### config.mk
export PLATFORM = sky130hd
export DESIGN_NAME = mdp_ram
export DESIGN_NICKNAME = d
export VERILOG_FILES = /design/src/mdp_ram.sv
export SDC_FILE = /design/constraint.sdc
export NUM_CORES = 1
export LEC_CHECK = 0
export BUFFER_PORTS_ARGS = -buffer_cell sky130_fd_sc_hd__buf_4
export CORE_AREA = 2 2 187 189
export CTS_CLUSTER_DIAMETER = 120
export DETAILED_ROUTE_END_ITERATION = 16
export DIE_AREA = 0 0 189 191
export PLACE_DENSITY = 0.76
export RECOVER_POWER = 50
export SKIP_LAST_GASP = 1
export SLEW_MARGIN = 20
export SYNTH_ARGS = -nofsm -noshare
export SYNTH_HDL_FRONTEND = slang
export SYNTH_SLANG_ARGS = --single-unit
### constraint.sdc
create_clock -name clk_i -period 3 [get_ports clk_i]
set_input_delay 0.6 -clock clk_i [delete_from_list [all_inputs] [get_ports clk_i]]
set_output_delay 0.6 -clock clk_i [all_outputs]
set_load 0.02 [all_outputs]
### src/mdp_ram.sv
// Generic single-write, single-read RAM with registered read data.
// No dependencies.
`default_nettype none

module mdp_ram #(
  parameter int unsigned WIDTH = 8,
  parameter int unsigned DEPTH = 64,
  parameter int unsigned ADDR_W = (DEPTH > 1) ? $clog2(DEPTH) : 1
) (
  input  wire logic              clk_i,
  input  wire logic              we_i,
  input  wire logic [ADDR_W-1:0] waddr_i,
  input  wire logic [WIDTH-1:0]  wdata_i,
  input  wire logic              re_i,
  input  wire logic [ADDR_W-1:0] raddr_i,
  output      logic [WIDTH-1:0]  rdata_o
);

  logic [WIDTH-1:0] mem_q [DEPTH];

  always_ff @(posedge clk_i) begin
    if (we_i) begin
      mem_q[waddr_i] <= wdata_i;
    end
    if (re_i) begin
      rdata_o <= mem_q[raddr_i];
    end
  end

endmodule

`default_nettype wire

==> run_results.csv <==
group,metric,value,unit
synthesis,synth_top_cell_by_area,"edfxtp_1",
synthesis,yosys_warnings,0,
route,firstDrtPassIters,6,
synthesis,ys_ff_latch,520,
clock_tree,cts.reportedPaths.clkPinSlew,0.06,ns
route,routedWlPerCell,28.2,µm
critical_path,slowest_stage,"mux4_2",
pwr,internal_power,0.0118,W
synthesis,synth_compound_area_frac,0.0206,
die,ios,31,
synthesis,seq_area_frac_synth,0.771,
placement,port_buffers,30,
grt,grt_use_total,0.250,
clock_tree,cts_tree,"built",
critical_path,path_delay_family,"multiplexers",
pwr,p_leak,7.40,nW
worst_hold_path,hold_path_class,"primary input to flip-flop",
pwr,power_density,644,nW/µm²
pwr,p_clk_frac,0.403,
clock_tree,cts_made_buffers,50,
timing,slew_headroom,0.0575,
critical_path,worstPathRequired,3.30,ns
timing,setup_viol,0,
timing,finalSetupTns,0,ns
timing,finalHoldViolCount,0,
critical_path,cpMostUsedCell,"mux4_2",
die,die_w,189,µm
placement,gp_congestion,0.863,
clock_tree,clk_latency,0.57,ns
synthesis,avgSynthCellArea,21.5,µm²
route,drc,0,
critical_path,crit_buf_inv,2,
critical_path,crit_fanout,29,
grt,grt_max_degree,65,
route,drt_iter0_markers,1412,
synthesis,syn-cell-area,20200,µm²
synthesis,synth_top_area_frac,0.771,
synthesis,synth-adder-area-share,0,
synthesis,postSynthNetCount,963,
grt,grt_pass1_vias,10000,
route,vias,10100,
die,dieArea,36100,µm²
synthesis,synth_top_family_by_area,"multiplexers",
route,ant_nets,0,
die,initial_core_util,0.593,
die,die_y,191,µm
synthesis,synth_simple_gate_area_frac,0.0337,
timing,max_freq,414,MHz
timing,drv_slew,0,
synthesis,synth_xor_area_frac,0,
grt,antenna_found_initial,0,
cells_and_area,synthToLayoutAreaGrowth,13.9,%
die,core_area,34100,µm²
route,drt_wl_total,44000,µm
run,drv_cap,0,
pwr,p_comb_frac,0.052,
timing,holdWs,0.526,ns
cells_and_area,final_util,0.676,
synthesis,synth.area.top_cells,"edfxtp_1, mux4_2, nor2_1",
timing,rsz0062_at_grt,"no",
timing,tightestPinTransition,1.41,ns
clock_tree,clock-root-buffer,"clkbuf_16",
cells_and_area,finish.net_count,1092,
grt,grt_pass1_wl,65000,µm
critical_path,cp.arrival,2.71,ns
timing,finClkSkew,0.0250,ns
clock_tree,postCtsSetupBuffers,0,
critical_path,max_stage_delay,0.56,ns
critical_path,cp-start-kind,"primary input",
synthesis,netlist_instances,940,
timing,min_period,2.41,ns
clock_tree,cts_buffer_depth,3,
clock_tree,htree_levels,2,
clock_tree,cts-resized-gates,0,
pwr,seqPwrFrac,0.545,
cells_and_area,drive_gt1_frac,0.302,
pwr,swShare,0.204,
cells_and_area,n_antenna_cell,0,
pwr,ir_drop,0.552,mV
pwr,p_sw,0.00303,W
synthesis,synthMuxAreaShare,0.159,
critical_path,cp_cell_sequence,"clkbuf_8, buf_12, mux4_2, mux4_2, o21ai_0, nand2_1",
critical_path,crit_type,"primary input to flip-flop",
timing,timing.final.crit_share,0.804,
route,viasPerCell,6.48,
clock_tree,hold_buffers,0,
placement,dp_hpwl,27200,µm
outcome,status,"finished, final reports clean",
clock_tree,cts_sinks,520,
grt,grt-ovfl-total,0,
critical_path,worst_setup_path_end_kind,"flip-flop",
die,num_rows,68,
placement,place_ws,0.0307,ns
timing,fin_ws,0.587,ns
synthesis,synth_cell_type_count,39,
-- flip-flops by register name, summed over array words and instances, names as in the netlist --
name / count
mem_q: 512
rdata_o: 8
-- stage by stage --
stage | total power, W | cell area, µm² | cells
final | 0.0148 | 23100 | 1557
after global routing | 0.0152 | 23100 | 1557
after CTS | 0.0149 | 23100 | 1557
after detailed placement | 0.00900 | 21500 | 1472
after global placement | 0.00898 | 21500 | 1472
after floorplan | 0.00866 | 20200 | 940
-- Yosys cell counts --
master / instances
edfxtp_1: 520
mux4_2: 126
nor2_1: 83
mux2i_1: 23
nand2_1: 19
clkbuf_1: 17
nor2b_1: 14
buf_4: 13
mux2_2: 13
nand3_1: 13
buf_2: 11
o221ai_1: 8
o22ai_1: 8
nand2b_1: 7
nor3_1: 7
a221oi_1: 6
a211oi_1: 4
buf_1: 4
buf_6: 4
a21oi_1: 3
a22oi_1: 3
nand3b_1: 3
o2111ai_1: 3
o2bb2ai_1: 3
a2111oi_0: 2
buf_12: 2
nand4_1: 2
nor4_1: 2
o21a_1: 2
o21ai_0: 2
o21ai_1: 2
o221a_2: 2
o32ai_1: 2
o41ai_1: 2
a31oi_1: 1
and2_1: 1
nand4b_1: 1
o311ai_1: 1
or3_1: 1
-- power by group through the flow --
stage          Clock (W)  Sequential, W  Combinational, W
3_3_place_gp           0        0.00823          0.000751
5_1_grt          0.00632        0.00809          0.000809
2_1_floorplan          0        0.00824          0.000429
4_1_cts          0.00607        0.00808          0.000771
3_5_place_dp           0        0.00823          0.000767
6_report         0.00598        0.00809          0.000767
-- cells in the final DEF, fill, tap and decap left out, types with 9 or more instances in the layout --
cell / Yosys / layout
buf_4: 13 / 110
clkbuf_1: 17 / 12
clkbuf_16: 0 / 51
clkinv_1: 0 / 9
clkinv_2: 0 / 9
edfxtp_1: 520 / 520
mux2_2: 13 / 13
mux2i_1: 23 / 23
mux4_2: 126 / 126
nand2_1: 19 / 19
nand3_1: 13 / 13
nor2_1: 83 / 83
nor2b_1: 14 / 14
-- worst paths after layout --
check / startpoint / to / slack, ns / cells past startpoint
max: raddr_i[0] / rdata_o[7]$_DFFE_PP_ / 0.59 / 6
min: raddr_i[5] / rdata_o[5]$_DFFE_PP_ / 0.53 / 2
max reg2reg: mem_q[29][6]$_DFFE_PP_ / rdata_o[6]$_DFFE_PP_ / 0.83 / 5
min reg2reg: mem_q[34][0]$_DFFE_PP_ / rdata_o[0]$_DFFE_PP_ / 0.86 / 4
-- routing by layer --
| layer | track usage | part of all wire |
|---|---|---|
| met2 | 0.394 | 0.48 |
| met3 | 0.0428 | 0.099 |
| met1 | 0.370 | 0.40 |
| met4 | 0.0727 | 0.025 |
| met5 | 0 | 0 |
-- worst reg2reg max path, cell delays in order (launching register included) --
cell,delay (ns)
edfxtp_1,0.37
mux4_2,0.48
mux2_2,0.31
o221a_2,0.31
nor3_1,0.31
o32ai_1,0.13
-- cell type report --
cell class	count	area, µm²
flip-flops and latches	520	15600
fillers	2055	11100
multi-input cells	369	4320
clock buffers	60	1310
repair buffers	128	1010
well taps	455	569
clock inverters	25	236
-- kinds of logic after synthesis --
kind of cell / after synthesis
AOI/OAI and AO/OA: 54
buffers and inverters: 51
DFF: 520
muxes: 162
and+or+nand+nor: 153
No activity file was read; power rests on OpenSTA's default activity.
